File: src/design/sfrc_pkg.sv
package sfrc_pkg;

	// Widths of the stream payloads and of the byte counter.
	localparam int BYTE_W   = 8;
	localparam int CNT_W    = 8;
	localparam int SUM_W    = 16;
	localparam int STATUS_W = 2;
	localparam int CMD_W    = 8;
	localparam int HEAD_W   = 32;
	localparam int TAIL_W   = 64;
	localparam int OUT_W    = STATUS_W + CMD_W + HEAD_W + TAIL_W;
	localparam int OUT_TDATA_W = ((OUT_W + 7) / 8) * 8;

	// Frame marker bytes.
	localparam logic [BYTE_W-1:0] HEAD0 = 8'h22;
	localparam logic [BYTE_W-1:0] HEAD1 = 8'h33;
	localparam logic [BYTE_W-1:0] TAIL0 = 8'h44;
	localparam logic [BYTE_W-1:0] TAIL1 = 8'h55;

	// Frame status codes.
	localparam logic [STATUS_W-1:0] STATUS_OK        = 2'd0;
	localparam logic [STATUS_W-1:0] STATUS_SHORT     = 2'd1;
	localparam logic [STATUS_W-1:0] STATUS_BAD_HEAD  = 2'd2;
	localparam logic [STATUS_W-1:0] STATUS_BAD_CHECK = 2'd3;

	// Control shared by every cell of the byte window.
	typedef struct packed {
		logic shift;
		logic clear;
	} cell_ctrl_t;

endpackage

File: src/design/sfrc_cell.sv
module sfrc_cell
	import sfrc_pkg::*;
(
	input  logic              clk,
	input  logic              arst_n,
	input  cell_ctrl_t        ctrl,
	input  logic [BYTE_W-1:0] din,
	output logic [BYTE_W-1:0] dout
);

	logic [BYTE_W-1:0] data_q;

	// One window byte: clear wins over a shift from the neighbor.
	always_ff @(posedge clk or negedge arst_n) begin
		if (!arst_n) begin
			data_q <= '0;
		end else if (ctrl.clear) begin
			data_q <= '0;
		end else if (ctrl.shift) begin
			data_q <= din;
		end
	end

	assign dout = data_q;

endmodule

File: src/design/serial_frame_receiver_checker_core.sv
// Serial frame receiver and checker.
//
// The slave stream takes one received byte per transfer. The block keeps the
// last FRAME_LEN bytes in a row of byte cells and counts the bytes since the
// last clear. When the two newest bytes are 0x44 0x55, one result leaves on
// the master stream: a frame status (ok, too short, bad header, bad checksum)
// with the command byte and the payload fields of the frame.
//
// A trailer on a short frame goes straight to the holding state, which loads
// the output register. A trailer on a full frame starts a check: the check
// state captures header and fields, then the window shifts out toward cell 0
// through a single 16-bit adder, one byte per cycle over FRAME_LEN-4 bytes,
// and the holding state loads the result. s_tready stays low during the check.
//
// Reset clears the window, the counter and the output valid. While a result
// waits in the output register, bytes are still taken; a further result waits
// in the holding state, with s_tready low, until m_tready frees the register.
module serial_frame_receiver_checker_core
	import sfrc_pkg::*;
#(
	parameter int unsigned FRAME_LEN   = 20,
	parameter int unsigned COUNT_LIMIT = 255
) (
	input  logic                   clk,
	input  logic                   arst_n,
	input  logic                   s_tvalid,
	output logic                   s_tready,
	input  logic [BYTE_W-1:0]      s_tdata,   // rx_byte
	output logic                   m_tvalid,
	input  logic                   m_tready,
	output logic [OUT_TDATA_W-1:0] m_tdata    // frame_status, command_byte,
	                                          // payload_head, payload_tail, zero pad
);

	localparam int unsigned SUM_STEPS = FRAME_LEN - 4;
	localparam int STEP_W = $clog2(SUM_STEPS);

	typedef enum logic [1:0] {
		ST_IDLE,
		ST_CHECK,
		ST_SUM,
		ST_DONE
	} state_t;

	state_t                state_q;
	logic [CNT_W-1:0]      count_q;
	logic [STEP_W-1:0]     step_q;
	logic [SUM_W-1:0]      acc_q;
	logic [SUM_W-1:0]      given_q;
	logic                  head_bad_q;
	logic [STATUS_W-1:0]   res_status_q;
	logic [CMD_W-1:0]      res_cmd_q;
	logic [HEAD_W-1:0]     res_head_q;
	logic [TAIL_W-1:0]     res_tail_q;
	logic                  out_valid_q;
	logic [STATUS_W-1:0]   out_status_q;
	logic [CMD_W-1:0]      out_cmd_q;
	logic [HEAD_W-1:0]     out_head_q;
	logic [TAIL_W-1:0]     out_tail_q;

	logic [BYTE_W-1:0]     win [FRAME_LEN];
	logic [BYTE_W-1:0]     shift_in;
	cell_ctrl_t            ctrl;
	logic                  accept;
	logic [CNT_W-1:0]      count_next;
	logic                  trailer;
	logic                  full_frame;
	logic                  last_step;
	logic [SUM_W-1:0]      acc_next;
	logic                  out_free;
	logic [HEAD_W-1:0]     head_w;
	logic [TAIL_W-1:0]     tail_w;

	// Byte window: cell 0 is the oldest byte, new bytes enter at the top.
	for (genvar i = 0; i < FRAME_LEN; i++) begin : g_cell
		logic [BYTE_W-1:0] din;
		if (i == FRAME_LEN - 1) begin : g_top
			assign din = shift_in;
		end else begin : g_mid
			assign din = win[i+1];
		end
		sfrc_cell u_cell (
			.clk    (clk),
			.arst_n (arst_n),
			.ctrl   (ctrl),
			.din    (din),
			.dout   (win[i])
		);
	end

	// Payload taps; positions past the frame read as zero.
	for (genvar k = 0; k < 4; k++) begin : g_head
		if (3 + k < FRAME_LEN) begin : g_in
			assign head_w[HEAD_W-1-8*k -: 8] = win[3+k];
		end else begin : g_out
			assign head_w[HEAD_W-1-8*k -: 8] = '0;
		end
	end
	for (genvar k = 0; k < 8; k++) begin : g_tail
		if (7 + k < FRAME_LEN) begin : g_in
			assign tail_w[TAIL_W-1-8*k -: 8] = win[7+k];
		end else begin : g_out
			assign tail_w[TAIL_W-1-8*k -: 8] = '0;
		end
	end

	// Handshake and trailer detection on the incoming byte.
	assign s_tready   = (state_q == ST_IDLE);
	assign accept     = s_tvalid && s_tready;
	assign count_next = (count_q == {CNT_W{1'b1}}) ? count_q : count_q + CNT_W'(1);
	assign trailer    = (count_next >= CNT_W'(2)) && (win[FRAME_LEN-1] == TAIL0) &&
	                    (s_tdata == TAIL1);
	assign full_frame = (count_next >= CNT_W'(FRAME_LEN));
	assign last_step  = (step_q == STEP_W'(SUM_STEPS - 1));
	assign acc_next   = acc_q + {{(SUM_W-BYTE_W){1'b0}}, win[0]};
	assign out_free   = !out_valid_q || m_tready;

	// Cell control: shift bytes in, drain during the sum, clear on frame end or at the count limit.
	always_comb begin
		ctrl.shift = 1'b0;
		ctrl.clear = 1'b0;
		shift_in   = '0;
		case (state_q)
			ST_IDLE: begin
				if (accept) begin
					shift_in = s_tdata;
					if (trailer && !full_frame) begin
						ctrl.clear = 1'b1;
					end else if (!trailer && count_next >= CNT_W'(COUNT_LIMIT)) begin
						ctrl.clear = 1'b1;
					end else begin
						ctrl.shift = 1'b1;
					end
				end
			end
			ST_SUM: begin
				if (last_step) begin
					ctrl.clear = 1'b1;
				end else begin
					ctrl.shift = 1'b1;
				end
			end
			default: begin
				ctrl.shift = 1'b0;
			end
		endcase
	end

	// Sequencer, checksum accumulator and output register.
	always_ff @(posedge clk or negedge arst_n) begin
		if (!arst_n) begin
			state_q      <= ST_IDLE;
			count_q      <= '0;
			step_q       <= '0;
			acc_q        <= '0;
			given_q      <= '0;
			head_bad_q   <= 1'b0;
			res_status_q <= '0;
			res_cmd_q    <= '0;
			res_head_q   <= '0;
			res_tail_q   <= '0;
			out_valid_q  <= 1'b0;
			out_status_q <= '0;
			out_cmd_q    <= '0;
			out_head_q   <= '0;
			out_tail_q   <= '0;
		end else begin
			// The output register is loaded from the holding state and freed
			// by a transfer on the master side.
			if (state_q == ST_DONE && out_free) begin
				out_valid_q <= 1'b1;
			end else if (m_tready) begin
				out_valid_q <= 1'b0;
			end
			case (state_q)
				ST_IDLE: begin
					if (accept) begin
						if (trailer) begin
							count_q <= '0;
							if (full_frame) begin
								state_q <= ST_CHECK;
							end else begin
								res_status_q <= STATUS_SHORT;
								res_cmd_q    <= '0;
								res_head_q   <= '0;
								res_tail_q   <= '0;
								state_q      <= ST_DONE;
							end
						end else if (count_next >= CNT_W'(COUNT_LIMIT)) begin
							count_q <= '0;
						end else begin
							count_q <= count_next;
						end
					end
				end
				ST_CHECK: begin
					head_bad_q <= (win[0] != HEAD0) || (win[1] != HEAD1);
					given_q    <= {win[FRAME_LEN-4], win[FRAME_LEN-3]};
					res_cmd_q  <= win[2];
					res_head_q <= head_w;
					res_tail_q <= tail_w;
					acc_q      <= '0;
					step_q     <= '0;
					state_q    <= ST_SUM;
				end
				ST_SUM: begin
					acc_q  <= acc_next;
					step_q <= step_q + STEP_W'(1);
					if (last_step) begin
						if (head_bad_q) begin
							res_status_q <= STATUS_BAD_HEAD;
						end else if (acc_next != given_q) begin
							res_status_q <= STATUS_BAD_CHECK;
						end else begin
							res_status_q <= STATUS_OK;
						end
						state_q <= ST_DONE;
					end
				end
				ST_DONE: begin
					if (out_free) begin
						out_status_q <= res_status_q;
						out_cmd_q    <= res_cmd_q;
						out_head_q   <= res_head_q;
						out_tail_q   <= res_tail_q;
						state_q      <= ST_IDLE;
					end
				end
				default: begin
					state_q <= ST_IDLE;
				end
			endcase
		end
	end

	assign m_tvalid = out_valid_q;
	assign m_tdata  = {{(OUT_TDATA_W-OUT_W){1'b0}}, out_tail_q, out_head_q, out_cmd_q,
	                   out_status_q};

	// The counter is cleared before it can stay at the limit.
	a_count_below_limit: assert property (@(posedge clk) disable iff (!arst_n)
		count_q < CNT_W'(COUNT_LIMIT))
		else $error("byte count reached the limit without a clear");

	// The sum never runs past the checked part of the frame.
	a_step_bound: assert property (@(posedge clk) disable iff (!arst_n)
		(state_q == ST_SUM) |-> (step_q <= STEP_W'(SUM_STEPS - 1)))
		else $error("checksum step counter out of range");

	// The window is empty once the check has finished.
	a_window_cleared: assert property (@(posedge clk) disable iff (!arst_n)
		(state_q == ST_DONE && $past(state_q) == ST_SUM) |->
		(win[0] == '0 && win[FRAME_LEN-1] == '0 && count_q == '0))
		else $error("window not cleared after frame check");

	// A result only appears when the holding state hands it over.
	a_result_from_done: assert property (@(posedge clk) disable iff (!arst_n)
		$rose(out_valid_q) |-> ($past(state_q) == ST_DONE))
		else $error("result loaded outside the holding state");

endmodule

File: config.mk
export PLATFORM = sky130hd
export DESIGN_NAME = serial_frame_receiver_checker_core
export DESIGN_NICKNAME = d
export VERILOG_FILES = /design/src/design/sfrc_pkg.sv /design/src/design/sfrc_cell.sv /design/src/design/serial_frame_receiver_checker_core.sv
export SDC_FILE = /design/constraint.sdc
export NUM_CORES = 1
export LEC_CHECK = 0
export BUFFER_PORTS_ARGS = -buffer_cell sky130_fd_sc_hd__buf_4
export CAP_MARGIN = 10
export CORE_UTILIZATION = 55
export DETAILED_ROUTE_END_ITERATION = 7
export PLACE_DENSITY = 0.79
export SYNTH_ARGS = -nofsm -noshare
export SYNTH_HDL_FRONTEND = slang
export SYNTH_HIERARCHICAL = 1
export SYNTH_SLANG_ARGS = --single-unit
File: constraint.sdc
create_clock -name clk -period 13.5 [get_ports clk]
set_input_delay 3.375 -clock clk [delete_from_list [all_inputs] [get_ports clk]]
set_output_delay 3.375 -clock clk [all_outputs]
set_load 0.02 [all_outputs]
# Word level (Yosys, flattened, before mapping)
# Cells that the tools add are included.
[totals]
register_bits = 420
inputBits = 12
out_inout_bits = 114
wordCells = 161
[classes]
n_addsub = 3
order_cmp = 3
n_eq_ne = 15
mux = 83
reduce_logical = 22
[op_table]
columns = ["operator", "n"]
rows = [
  ["8-bit two-way mux", 48],
  ["64-bit two-way mux", 3],
  ["64-bit one-hot mux with 2 select lines", 1],
  ["32-bit two-way mux", 3],
  ["32-bit one-hot mux with 2 select lines", 1],
  ["16-bit one-hot mux with 2 select lines", 1],
  ["2-bit two-way mux", 12],
  ["16-bit by 8-bit adder with 16-bit output", 1],
  ["8-bit by 7-bit equality test with 1-bit output (second input constant)", 2],
  ["16-bit inequality test", 1],
  ["8-bit by 6-bit inequality test with 1-bit output (second input constant)", 2],
  ["8-bit one-hot mux with 2 select lines", 1],
  ["2-bit nonzero test", 5],
  ["8-bit by 1-bit adder with 8-bit output (second input constant)", 1],
  ["8-bit equality test (second input constant)", 1],
  ["8-bit by 2-bit >= comparator with 1-bit output (second input constant)", 1],
  ["8-bit by 5-bit >= comparator with 1-bit output (second input constant)", 1],
  ["8-bit >= comparator (second input constant)", 1],
  ["1-bit two-way mux", 8],
  ["2-bit one-hot mux with 4 select lines", 1],
  ["4-bit one-hot mux with 2 select lines", 1],
  ["4-bit AND reduction", 2],
  ["1-bit logical AND", 6],
  ["2-bit inequality test (second input constant)", 3],
  ["12 further kinds", 19],
]

# Longest topological paths before layout
# Gate-level depths: netlist (run 1).
[logic_depth]
word_depth = 13
depth_mapped = 12
mapped_depth_nobuf = 10

# Hierarchy
# Netlist (run 1), hierarchy kept.
[modules_own_cells]
columns = ["mod", "instances", "cells_each", "area_each_um2"]
rows = [
  ["serial_frame_receiver_checker_core", 1, 1055, 11461.0],
  ["sfrc_cell", 20, 26, 325.3],
]

# Worst setup path after synthesis (run 1)
# Ideal clock, no wire load.
[synth_path]
path_kind = "input to register"
start = "input s_tdata[5]"
end = "register g_cell[0].u_cell.data_q[0]"
arrival_time_ns = 6.816
t_required_ns = 13.372
slack_ns = 6.556
path_stages = 9
path_buffers = 1
cell_sequence = "nor4bb_1 -> nand4_1 -> a21oi_1 -> nand2b_1 -> nand2_1 -> o21ai_0 -> buf_6 -> mux2i_1 -> nor2_1"
[synth_rtl]
columns = ["item", "line_no", "source"]
rows = [
  ["start: declaration", "serial_frame_receiver_checker_core.sv:28", "input logic [BYTE_W-1:0] s_tdata,"],
  ["end signal: assignment", "sfrc_cell.sv:20", "data_q <= din;"],
  ["end: declaration", "sfrc_cell.sv:11", "logic [BYTE_W-1:0] data_q;"],
]

==> metrics.sh, run 1 <==
MAX-SLEW-MARGIN-REL=0.1803
PWR_DENSITY_CELL_nW_PER_UM2=220.9
MET1_GRT_UTIL=0.3232
PLACEMENT.CELL_AREA_UM2=18900
RANKING_OF_SYNTHESIZED_CELLS_BY_AREA='sky130_fd_sc_hd__dfrtp_1 (58%), sky130_fd_sc_hd__mux2i_1 (9.3%), sky130_fd_sc_hd__mux2_2 (7.6%)'
GRT_OVERFLOW_TOTAL=0
TIMING.REG2REG.WORST_PATH_DEPTH=10
CRIT_PATH_MAX_INCR_DELAY_NS=0.76
HOLDPATHSTAGES=2
VIA_PER_INST=5.559
CTS_INSERTED_BUFFERS=43
CELL_AT_THE_SLOWEST_STAGE_OF_THE_CRITICAL_PATH='sky130_fd_sc_hd__a21o_4'
FINAL_CELL_MIX='sky130_fd_sc_hd__dfrtp_1 (420), sky130_fd_sc_hd__nand2_1 (238), sky130_fd_sc_hd__nor2_1 (168), sky130_fd_sc_hd__mux2i_1 (167), sky130_fd_sc_hd__buf_4 (127)'
POST-ROUTE-CELL-AREA_UM2=20440
LAYOUT-DRIVE-GT1-SHARE=0.1971
CRITICAL_PATH.CELL_CHAIN='buf_4 -> nor4bb_1 -> nand4_1 -> a2111oi_4 -> nand3b_1 -> nand2_1 -> a21o_4 -> buf_4 -> nor2_1'
REGTOREGENDPOINT='g_cell[14].u_cell/dout[0]'
CRITICAL_PATH.N_BUFFERS_INVERTERS=2
SYNTHCELLS=1575
TNS_NS=0
NUMBER_OF_ANTENNA_VIOLATIONS_AT_THE_FIRST_CHECK_IN_GLOBAL_ROUTING=0
FIRST_GLOBAL_VIAS=11822
CTS_SINKS=420
FILLERINSTANCES=2386
CRIT_FAMILY='compound AO/OA/AOI/OAI gates'
CTS_HOLD_REPAIR.BUFFERS=0
FINALMAXSLEWVIOLATIONS=0
DRT_FIRST_ITER_VIOLATIONS=1025
HOLD_VIOL=0
BOUNDARYPINS=126
CTS_SETUP_BUFFERS=0
GP_CONGESTION=0.9017
VDD_DROP_MAX_V=0.0002146
CLK_LATENCY_NS=0.54
CRIT_ARRIVAL_NS=6.23
POST_SYN_AREA_UM2=17970
CRIT-REG2REG-LAUNCH='count_q[0]'
CRITICAL_PATH.MAX_FANOUT=99
TIGHTEST_SLEW_NS=1.229
CLOCK_SKEW_NS=0.01547
SYNTH_CELL_TYPE_COUNT=57
YOSYSWARNINGCOUNT=6
ROUTED_WIRE_LENGTH_PER_INSTANCE_UM=17.35
CRIT_PATH_FREQUENT_CELL='sky130_fd_sc_hd__buf_4'
SYNTH_EDF_COUNT=0
CTSLONGESTPATHBUFFERS=3
HOLD_PATH_STARTPOINT='res_tail_q[58]'
STATUS='finished clean'
CELL_COUNT_AFTER_PLACEMENT=2036
TIMING.FINAL.CRIT_SHARE=0.4328
ROUTED-VIA-COUNT=11751
FINISH.UTILIZATION=0.6413
STATIC-LEAKAGE-POWER_nW=10.76
NETS=1673
SYNTH_TOP_AREA_SHARE=0.5850
SETUP_VIOLATIONS=0
GRT.MET2_USAGE=0.3670
DRV.MAX_CAP_VIOLATION_COUNT=0
PATH_CLASS='in -> reg'
HPWL_MM=22.60
RSZ0062_AT_GRT='false'
POST_SYN_AREA_PER_CELL_UM2=11.41
GRT_FIRST_PASS_WIRELENGTH_MM=61.33
GRT_START_MAX_NET_PINS=161
DIE_W_UM=182.7
SYN2LAYOUT_AREA_GROWTH_PCT=13.79
WORST_HOLD_PATH.ENDPOINT='res_tail_q[58]'
FLOORPLAN.DIE_AREA_UM2=33390
ROUTE.DETAILED.DRC=0
H-TREE-DEPTH=2
SETUP_SLACK_NS=7.657
R2R_SLACK_NS=9.38
YS_SEQ_ELEMENTS=420
HOLD_CLASS='reg -> reg'
YS_DOMINANT_REG_CELL='sky130_fd_sc_hd__dfrtp_1'
COREAREA_UM2=31880
POST_LAYOUT_NONFILLER_INSTANCES=2114
FP.DIEH_UM=182.7
INITIAL_UTILIZATION=0.5636
DP_WORST_SETUP_SLACK_NS=7.163
POST_SYNTHESIS_CELL_TYPE_WITH_THE_LARGEST_COMBINED_AREA='sky130_fd_sc_hd__dfrtp_1'
CTS_TREE='built'
GLOBALROUTE.BUSIESTLAYER='met2'
CLK_PIN_SLEW_WORST_PATHS_NS=0.06
CP-END-KIND='flop'
GROUTE.USAGE.OVERALL=0.2275
PORT_BUFFERS=119
ROUTE.FINAL.WIRE_LENGTH_MM=36.69
N_ANTENNA_CELL=0
SEQUENTIAL_CELL_AREA_UM2=10510
LAYOUT.CELLS.MOST_COMMON='sky130_fd_sc_hd__dfrtp_1'
CTS.REPAIR.RESIZED=0
DRT.ANTENNA.VIOLATING_NETS=0
TIMING.CRITICAL_PATH.FROM_TYPE='primary input'
WORSTPATHREQUIRED_NS=13.88
MULTI_INPUT_AREA_UM2=6736
FP_ROWS=65
GRT_UTIL_MET3=0.03376
SYNTH-SEQ-AREA-SHARE=0.5850
PROPORTION_OF_REGISTER_BITS_WITH_ASYNCHRONOUS_SET_OR_RESET_AFTER_SYNTHESIS=1.000
ACHIEVABLE-FREQUENCY_MHz=171.1
CTSROOTBUFFERMASTER='sky130_fd_sc_hd__clkbuf_16'
SHORTEST_CLOCK_PERIOD_THE_WORST_PATH_ALLOWS_AFTER_LAYOUT_NS=5.843
DRT_PASS1_ITERATIONS=5
## worst register-to-register path, stage by stage, from the launching register on
cell and delay [ns]:
sky130_fd_sc_hd__dfrtp_1 0.50, sky130_fd_sc_hd__ha_1 0.40, sky130_fd_sc_hd__nand3_1 0.30, sky130_fd_sc_hd__xnor2_1 0.23, sky130_fd_sc_hd__a31oi_1 0.10, sky130_fd_sc_hd__nor4b_1 0.51
sky130_fd_sc_hd__nand2b_1 0.11, sky130_fd_sc_hd__nand2_1 0.17, sky130_fd_sc_hd__a21o_4 0.76, sky130_fd_sc_hd__buf_4 0.76, sky130_fd_sc_hd__nor2_1 0.15
## where the power goes
group / internal, mW / switching, mW / total, mW
registers: 1.60 / 0.286 / 1.89
logic: 0.563 / 0.797 / 1.36
clock network: 0.787 / 0.482 / 1.27
total: 2.95 / 1.56 / 4.52
## routing by layer
metal | vias up | share of wire
met4 | 0 | 0.022
met5 | - | 0
met1 | 5940 | 0.45
met3 | 65 | 0.044
li1 | 5466 | -
met2 | 280 | 0.48
## cell families (layout without fill, tap and decap cells)
| kind of cell | count (synthesis) | after routing | synth area share |
|---|---|---|---|
| and+or+nand+nor | 578 | 578 | 0.1388 |
| DFF | 420 | 420 | 0.5850 |
| muxes | 288 | 288 | 0.1689 |
| buffers and inverters | 140 | 239 | 0.04373 |
| AOI/OAI and AO/OA | 102 | 102 | 0.03670 |
| xor gates and xnor gates | 31 | 31 | 0.01588 |
| adders and majority gates | 15 | 15 | 0.01086 |
| other | 1 | 6 | 0.0002087 |
## layout make-up
class,count,area share
flip-flops and latches,420,0.5141
multi-input cells,1020,0.3295
clock buffers,65,0.06414
repair buffers,129,0.04835
well taps,435,0.02662
clock inverters,13,0.01144
inverters,32,0.005875
## synthesized netlist by cell type, drive strengths merged, types with 6 or more instances
master,n
a211oi,6
a21oi,26
a31oi,6
and3,11
buf,81
clkbuf,27
dfrtp,420
ha,14
inv,32
mux2,121
mux2i,167
nand2,239
nand3,116
nand4,8
nor2,168
nor4,6
o21ai,24
o22ai,15
xnor2,20
xor2,10
## stage by stage
step | total power, mW | hold slack, ns
global route | 4.762 | 0.4881
detailed placement | 3.250 | 0.4517
CTS | 4.541 | 0.4645
floorplan | 2.919 | 0.4345
finish | 4.515 | 0.4622
global placement | 3.197 | 0.4451
## how the worst max path moves through the flow
stage	start	to	depth (start not counted)
6_report	s_tdata[1]	g_cell[14].u_cell/dout[0]	9
5_1_grt	s_tdata[5]	g_cell[17].u_cell/dout[0]	9
4_1_cts	s_tdata[1]	g_cell[14].u_cell/dout[0]	9
3_5_place_dp	s_tdata[1]	g_cell[1].u_cell/dout[2]	9
3_3_place_gp	s_tdata[1]	g_cell[2].u_cell/dout[1]	9
2_1_floorplan	s_tdata[5]	g_cell[0].u_cell/dout[0]	9
## flip-flops by register name, summed over array words and instances (netlist names)
signal              count
state_q                 2
out_tail_q             64
step_q                  4
out_status_q            2
m_tvalid                1
res_status_q            2
res_head_q             32
out_head_q             32
out_cmd_q               8
given_q                16
head_bad_q              1
res_cmd_q               8
acc_q                  16
res_tail_q             64
count_q                 8
g_cell.u_cell/dout    160
Note: power is estimated with default switching activity, not from simulation.
==> inputs of run 2 (changes only) <==
==> constraint.sdc (replaced) <==
create_clock -name clk -period 5.9 [get_ports clk]
set_input_delay 1.475 -clock clk [delete_from_list [all_inputs] [get_ports clk]]
set_output_delay 1.475 -clock clk [all_outputs]
set_load 0.02 [all_outputs]
==> run 2 against run 1 <==
Clock skew fell by 0.0061 ns. Clock-buffer cell count down 2. Clock power is 130% higher. Cell count rose by 0.24%. Sequential cell count unchanged. Global-route usage fell by 0.14 points. Non-clock buffer count grew 3. Combinational power rose by 130%. Largest power group unchanged. First-iteration DRC count fell by 14%. Core utilization rose by 0.32 points. Total power grew 130%. Critical path depth rose by 1.
==> metrics.sh, run 2 (same netlist as run 1, synthesis figures left out) <==
STATUS='finished clean'
GRT_FIRST_PASS_WIRELENGTH_MM=61.09  # -0.41%
CTS_TREE='built'
TIMING.CRITICAL_PATH.FROM_TYPE='primary input'
CRITICAL_PATH.CELL_CHAIN='buf_4 -> nor4bb_1 -> nand4_1 -> a21oi_1 -> nand2b_1 -> nand2_1 -> o21ai_4 -> buf_12 -> mux2i_1 -> nor2_1'
H-TREE-DEPTH=2  # unchanged
DRV.MAX_CAP_VIOLATION_COUNT=0  # unchanged
DIE_W_UM=182.7  # unchanged
ROUTE.FINAL.WIRE_LENGTH_MM=36.52  # -0.47%
GRT_START_MAX_NET_PINS=153  # -5.0%
DRT_PASS1_ITERATIONS=5  # unchanged
TNS_NS=0  # unchanged
N_ANTENNA_CELL=0  # unchanged
LARGEST_REG_FLOPS=160  # unchanged
VDD_DROP_MAX_V=0.0003210  # +50%
CRIT_PATH_MAX_INCR_DELAY_NS=0.67  # -0.09 ns
CTS_INSERTED_BUFFERS=43  # unchanged
FP.DIEH_UM=182.7  # unchanged
HOLD_CLASS='reg -> reg'
HOLD_VIOL=0  # unchanged
HPWL_MM=22.74  # +0.62%
SETUP_SLACK_NS=2.150  # -5.507 ns
PWR_DENSITY_CELL_nW_PER_UM2=504.1  # +130%
SHORTEST_CLOCK_PERIOD_THE_WORST_PATH_ALLOWS_AFTER_LAYOUT_NS=3.750
CP-END-KIND='flop'
WORSTPATHREQUIRED_NS=6.30  # -7.58 ns
SYN2LAYOUT_AREA_GROWTH_PCT=14.35
PATH_CLASS='in -> reg'
DRT_FIRST_ITER_VIOLATIONS=881  # -14%
ROUTE.DETAILED.DRC=0  # unchanged
CTS_SINKS=420  # unchanged
CTS_SETUP_BUFFERS=0  # unchanged
FINAL_CELL_MIX='sky130_fd_sc_hd__dfrtp_1 (420), sky130_fd_sc_hd__nand2_1 (238), sky130_fd_sc_hd__nor2_1 (168), sky130_fd_sc_hd__mux2i_1 (167), sky130_fd_sc_hd__buf_4 (125)'
CLK_PIN_SLEW_WORST_PATHS_NS=0.06  # about the same
CELL_AT_THE_SLOWEST_STAGE_OF_THE_CRITICAL_PATH='sky130_fd_sc_hd__o21ai_4'
SETUP_VIOLATIONS=0  # unchanged
ROUTED-VIA-COUNT=11795  # +0.37%
FP_ROWS=65  # unchanged
GROUTE.USAGE.OVERALL=0.2262  # -0.001377
GRT_OVERFLOW_TOTAL=0  # unchanged
MAX-SLEW-MARGIN-REL=0.2142  # +0.03381
INITIAL_UTILIZATION=0.5636  # unchanged
FINALMAXSLEWVIOLATIONS=0  # unchanged
CLOCK_SKEW_NS=0.009385  # -0.006081 ns
DP_WORST_SETUP_SLACK_NS=1.666  # -5.496 ns
CRITICAL_PATH.MAX_FANOUT=64  # -35%
CTSROOTBUFFERMASTER='sky130_fd_sc_hd__clkbuf_16'
CTSLONGESTPATHBUFFERS=3  # unchanged
CLK_LATENCY_NS=0.53  # about the same
NETS=1676  # +0.18%
ACHIEVABLE-FREQUENCY_MHz=266.7
TIMING.FINAL.CRIT_SHARE=0.6356
PORT_BUFFERS=119  # unchanged
FLOORPLAN.DIE_AREA_UM2=33390  # unchanged
DRT.ANTENNA.VIOLATING_NETS=0  # unchanged
ROUTED_WIRE_LENGTH_PER_INSTANCE_UM=17.23  # -0.70%
CRIT_ARRIVAL_NS=4.15  # -2.08 ns
BOUNDARYPINS=126  # unchanged
FIRST_GLOBAL_VIAS=11873  # +0.43%
STATIC-LEAKAGE-POWER_nW=10.81  # +0.39%
GP_CONGESTION=0.8757  # -2.9%
CTS.REPAIR.RESIZED=0  # unchanged
TIGHTEST_SLEW_NS=1.179  # -0.05071 ns
VIA_PER_INST=5.566  # +0.14%
LAYOUT-DRIVE-GT1-SHARE=0.1995  # +0.002384
COREAREA_UM2=31880  # unchanged
RSZ0062_AT_GRT='false'
LAYOUT.CELLS.MOST_COMMON='sky130_fd_sc_hd__dfrtp_1'
CTS_HOLD_REPAIR.BUFFERS=0  # unchanged
NUMBER_OF_ANTENNA_VIOLATIONS_AT_THE_FIRST_CHECK_IN_GLOBAL_ROUTING=0  # unchanged
## run 2: worst paths after layout
path | slack [ns] | end | from | depth (start not counted)
min in group asynchronous | 1.02 | out_tail_q[50] | arst_n | 1
min reg2reg | 0.46 | res_head_q[2] | res_head_q[2] | 2
min | 0.46 | res_head_q[2] | res_head_q[2] | 2
max reg2reg | 2.19 | g_cell[6].u_cell/dout[5] | count_q[0] | 11
max | 2.15 | g_cell[6].u_cell/dout[5] | s_tdata[5] | 10
max in group asynchronous | 3.57 | out_head_q[24] | arst_n | 2
## run 2: area by class of cell
cell class	instances	area, µm²
Fill cell	2409	11330
Clock buffer	63	1284
Sequential cell	420	10510
Multi-Input combinational cell	1020	6736
Inverter	32	120.1
Timing Repair Buffer	132	1074
Tap cell	435	544.3
Clock inverter	17	277.8
## run 2: metal layers
layer / GRT usage / vias up / wire [µm]
met5: 0 / - / 0
met4: 0.05143 / 0 / 672
met3: 0.03217 / 53 / 1531
met2: 0.3698 / 288 / 17660
met1: 0.3227 / 5963 / 16650
li1: - / 5491 / -
## run 2: through the flow
stage / hold WS [ns] / power [mW] / util / area [µm²] / cells
final: 0.4603 / 10.36 / 0.6445 / 20550 / 2119
after CTS: 0.4663 / 10.43 / 0.6445 / 20550 / 2119
after global placement: 0.4447 / 7.322 / 0.5955 / 18980 / 2039
after global routing: 0.4937 / 10.93 / 0.6445 / 20550 / 2119
after floorplan: 0.4345 / 6.680 / - / 17990 / 1580
after detailed placement: 0.4516 / 7.461 / 0.5955 / 18980 / 2039
## run 2: power breakdown
group	internal, mW	total, mW	switching [mW]	leakage [nW]
Sequential	3.66	4.31	0.648	5.74
Clock	1.82	2.92	1.10	0.770
Combinational	1.29	3.13	1.83	4.29
Total	6.77	10.4	3.58	10.8
## run 2: critical path, delay by kind of cell
kind,cells,cell delay (ns)
buffers and inverters,2,0.57
AO/OA/AOI/OAI,2,0.96
AND/OR/NAND/NOR,5,0.81
multiplexers,1,0.26
==> inputs of run 3 (changes only) <==
--- a/config.mk
+++ b/config.mk
@@ -7,9 +7,9 @@
 export LEC_CHECK = 0
 export BUFFER_PORTS_ARGS = -buffer_cell sky130_fd_sc_hd__buf_4
 export CAP_MARGIN = 10
-export CORE_UTILIZATION = 55
+export CORE_UTILIZATION = 54
 export DETAILED_ROUTE_END_ITERATION = 7
-export PLACE_DENSITY = 0.79
+export PLACE_DENSITY = 0.8
 export SYNTH_ARGS = -nofsm -noshare
 export SYNTH_HDL_FRONTEND = slang
 export SYNTH_HIERARCHICAL = 1
==> constraint.sdc (replaced) <==
create_clock -name clk -period 3.1 [get_ports clk]
set_input_delay 0.775 -clock clk [delete_from_list [all_inputs] [get_ports clk]]
set_output_delay 0.775 -clock clk [all_outputs]
set_load 0.02 [all_outputs]
==> run 3 against run 2 <==
Cell area up 1.0%. Sequential cell count unchanged. Sequential share of layout area down 0.50 points. Cell count up 1.6%. Non-clock buffer count up 32. Critical path type is now reg -> reg. Highest routed layer unchanged.
==> metrics.sh, run 3 (same netlist as run 1, synthesis figures left out) <==
SETUP_VIOLATIONS=0  # unchanged
CRIT-REG2REG-LAUNCH='count_q[1]'
ROUTED-VIA-COUNT=11974  # +1.5%
VDD_DROP_MAX_V=0.0006363  # +98%
CTS_TREE='built'
GP_CONGESTION=0.8708  # -0.56%
CLK_LATENCY_NS=0.53  # about the same
LAYOUT.CELLS.MOST_COMMON='sky130_fd_sc_hd__dfrtp_1'
GRT_START_MAX_NET_PINS=105  # -31%
FILLERINSTANCES=2444  # +1.5%
DRT_FIRST_ITER_VIOLATIONS=897  # +1.8%
GRT_FIRST_PASS_WIRELENGTH_MM=61.88  # +1.3%
FP.DIEH_UM=184.4  # +0.91%
FP_ROWS=66  # +1.5%
POST-ROUTE-CELL-AREA_UM2=20750  # +1.0%
CTS_INSERTED_BUFFERS=43  # unchanged
GROUTE.USAGE.OVERALL=0.2247  # -0.001427
DRT_PASS1_ITERATIONS=5  # unchanged
R2R_SLACK_NS=0.18  # -2.01 ns
CRITICAL_PATH.MAX_FANOUT=46  # -28%
CLOCK_SKEW_NS=0.01904  # +0.009655 ns
REGTOREGENDPOINT='g_cell[7].u_cell/dout[6]'
HOLD_CLASS='in -> async'
STATIC-LEAKAGE-POWER_nW=10.90  # +0.84%
INITIAL_UTILIZATION=0.5508  # -0.01275
SYN2LAYOUT_AREA_GROWTH_PCT=15.51
DIE_W_UM=184.4  # +0.91%
FLOORPLAN.DIE_AREA_UM2=34010  # +1.8%
WORSTPATHREQUIRED_NS=3.50  # -2.80 ns
CP-END-KIND='flop'
FINAL_CELL_MIX='sky130_fd_sc_hd__dfrtp_1 (418), sky130_fd_sc_hd__nand2_1 (238), sky130_fd_sc_hd__nor2_1 (168), sky130_fd_sc_hd__mux2i_1 (166), sky130_fd_sc_hd__buf_4 (146)'
TNS_NS=0  # unchanged
TIMING.FINAL.CRIT_SHARE=0.9406
VIA_PER_INST=5.562  # about the same
PLACEMENT.CELL_AREA_UM2=19370  # +2.0%
NUMBER_OF_ANTENNA_VIOLATIONS_AT_THE_FIRST_CHECK_IN_GLOBAL_ROUTING=0  # unchanged
TIMING.CRITICAL_PATH.FROM_TYPE='flop'
STATUS='finished clean'
ROUTE.DETAILED.DRC=0  # unchanged
PATH_CLASS='reg -> reg'
TIMING.REG2REG.WORST_PATH_DEPTH=13  # +2
TIGHTEST_SLEW_NS=0.6687  # -0.5101 ns
HOLD_VIOL=0  # unchanged
DRV.MAX_CAP_VIOLATION_COUNT=0  # unchanged
FINALMAXSLEWVIOLATIONS=0  # unchanged
DRT.ANTENNA.VIOLATING_NETS=0  # unchanged
BOUNDARYPINS=126  # unchanged
CRIT_ARRIVAL_NS=3.31  # -0.84 ns
ACHIEVABLE-FREQUENCY_MHz=342.9
CTS_SINKS=420  # unchanged
CTS_HOLD_REPAIR.BUFFERS=0  # unchanged
ROUTED_WIRE_LENGTH_PER_INSTANCE_UM=17.12  # -0.67%
LAYOUT-DRIVE-GT1-SHARE=0.2127  # +0.01322
N_ANTENNA_CELL=0  # unchanged
LARGEST_REG_FLOPS=160  # unchanged
NETS=1708  # +1.9%
MAX-SLEW-MARGIN-REL=0.5542  # +0.3401
ROUTE.FINAL.WIRE_LENGTH_MM=36.85  # +0.93%
FIRST_GLOBAL_VIAS=12126  # +2.1%
PORT_BUFFERS=119  # unchanged
SHORTEST_CLOCK_PERIOD_THE_WORST_PATH_ALLOWS_AFTER_LAYOUT_NS=2.916
SETUP_SLACK_NS=0.1840  # -1.966 ns
PWR_DENSITY_CELL_nW_PER_UM2=934.0  # +85%
DP_WORST_SETUP_SLACK_NS=-0.03947  # -1.706 ns
CTSLONGESTPATHBUFFERS=3  # unchanged
H-TREE-DEPTH=2  # unchanged
CLK_PIN_SLEW_WORST_PATHS_NS=0.06  # about the same
CTSROOTBUFFERMASTER='sky130_fd_sc_hd__clkbuf_16'
COREAREA_UM2=32620  # +2.3%
RSZ0062_AT_GRT='false'
HPWL_MM=24.55  # +7.9%
GRT_OVERFLOW_TOTAL=0  # unchanged
==> run 3: changes by cell type in the layout (fill, tap and decap cells not counted), moves of 2 or more <==
cell and delta:
sky130_fd_sc_hd__clkbuf_16 -2, sky130_fd_sc_hd__buf_4 +21, sky130_fd_sc_hd__buf_12 +10, sky130_fd_sc_hd__nor4_2 +2, sky130_fd_sc_hd__bufinv_16 -6, sky130_fd_sc_hd__clkbuf_1 +6, sky130_fd_sc_hd__dfrtp_1 -2, sky130_fd_sc_hd__clkinv_2 -5
sky130_fd_sc_hd__nor4_1 -2, sky130_fd_sc_hd__dfrtp_2 +2
==> run 3: cell type report <==
| type | count | area, µm² | area share |
|---|---|---|---|
| clock inverters | 7 | 68.82 | 0.003316 |
| repair buffers | 164 | 1459 | 0.07030 |
| well taps | 442 | 553.0 | 0.02665 |
| clock buffers | 68 | 1270 | 0.06119 |
| multi-input cells | 1020 | 6770 | 0.3262 |
| flip-flops and latches | 420 | 10510 | 0.5065 |
| inverters | 32 | 120.1 | 0.005788 |
==> run 3: routing by layer <==
| layer | part of all wire | track usage | vias to the layer above | wire [µm] |
|---|---|---|---|---|
| met3 | 0.046 | 0.03715 | 50 | 1677 |
| li1 | - | - | 5562 | - |
| met1 | 0.45 | 0.3121 | 6077 | 16580 |
| met5 | 0 | 0 | - | 0 |
| met2 | 0.49 | 0.3707 | 285 | 17960 |
| met4 | 0.017 | 0.05133 | 0 | 637 |
==> run 3: what timing repair did <==
action                                  CTS  global route
gates resized for setup                   0             9
endpoints found under the setup margin    0           204
buffers inserted                          0             0
==> run 3: power by group <==
part	internal [mW]	switching [mW]
registers	6.97	1.24
logic	2.72	3.56
clock network	2.88	2.01
total	12.6	6.81
==> run 3: worst max-delay path by stage <==
stage / endpoint / cells after the start / slack [ns] / start
floorplan: g_cell[0].u_cell/dout[0] / 9 / 0.07 / s_tdata[5]
global placement: g_cell[2].u_cell/dout[5] / 12 / 0.17 / count_q[1]
detailed placement: g_cell[3].u_cell/dout[1] / 11 / -0.04 / s_tdata[5]
CTS: g_cell[6].u_cell/dout[3] / 12 / 0.03 / count_q[1]
global route: g_cell[7].u_cell/dout[6] / 13 / 0.04 / count_q[1]
finish: g_cell[7].u_cell/dout[6] / 13 / 0.18 / count_q[1]
==> run 3: worst max-delay path, cell delays in order, from the launching register on <==
cell and delay [ns]:
sky130_fd_sc_hd__dfrtp_2 0.46, sky130_fd_sc_hd__ha_4 0.21, sky130_fd_sc_hd__and3_1 0.22, sky130_fd_sc_hd__o31ai_1 0.30
sky130_fd_sc_hd__a32oi_1 0.10, sky130_fd_sc_hd__nor4b_1 0.34, sky130_fd_sc_hd__buf_4 0.17, sky130_fd_sc_hd__nand2b_1 0.05
sky130_fd_sc_hd__nand2_1 0.13, sky130_fd_sc_hd__o21ai_4 0.07, sky130_fd_sc_hd__buf_12 0.17, sky130_fd_sc_hd__buf_16 0.23
sky130_fd_sc_hd__mux2i_1 0.23, sky130_fd_sc_hd__nor2_1 0.08
==> run 3: stage by stage <==
stage	total power, mW	std cells	utilization	hold WS, ns
after floorplan	12.68	1580	-	0.4345
after global placement	14.19	2078	0.5939	0.4458
after detailed placement	14.47	2078	0.5939	0.4517
after CTS	19.43	2153	0.6349	0.2707
after global routing	20.46	2153	0.6362	0.2893
final	19.38	2153	0.6362	0.2418
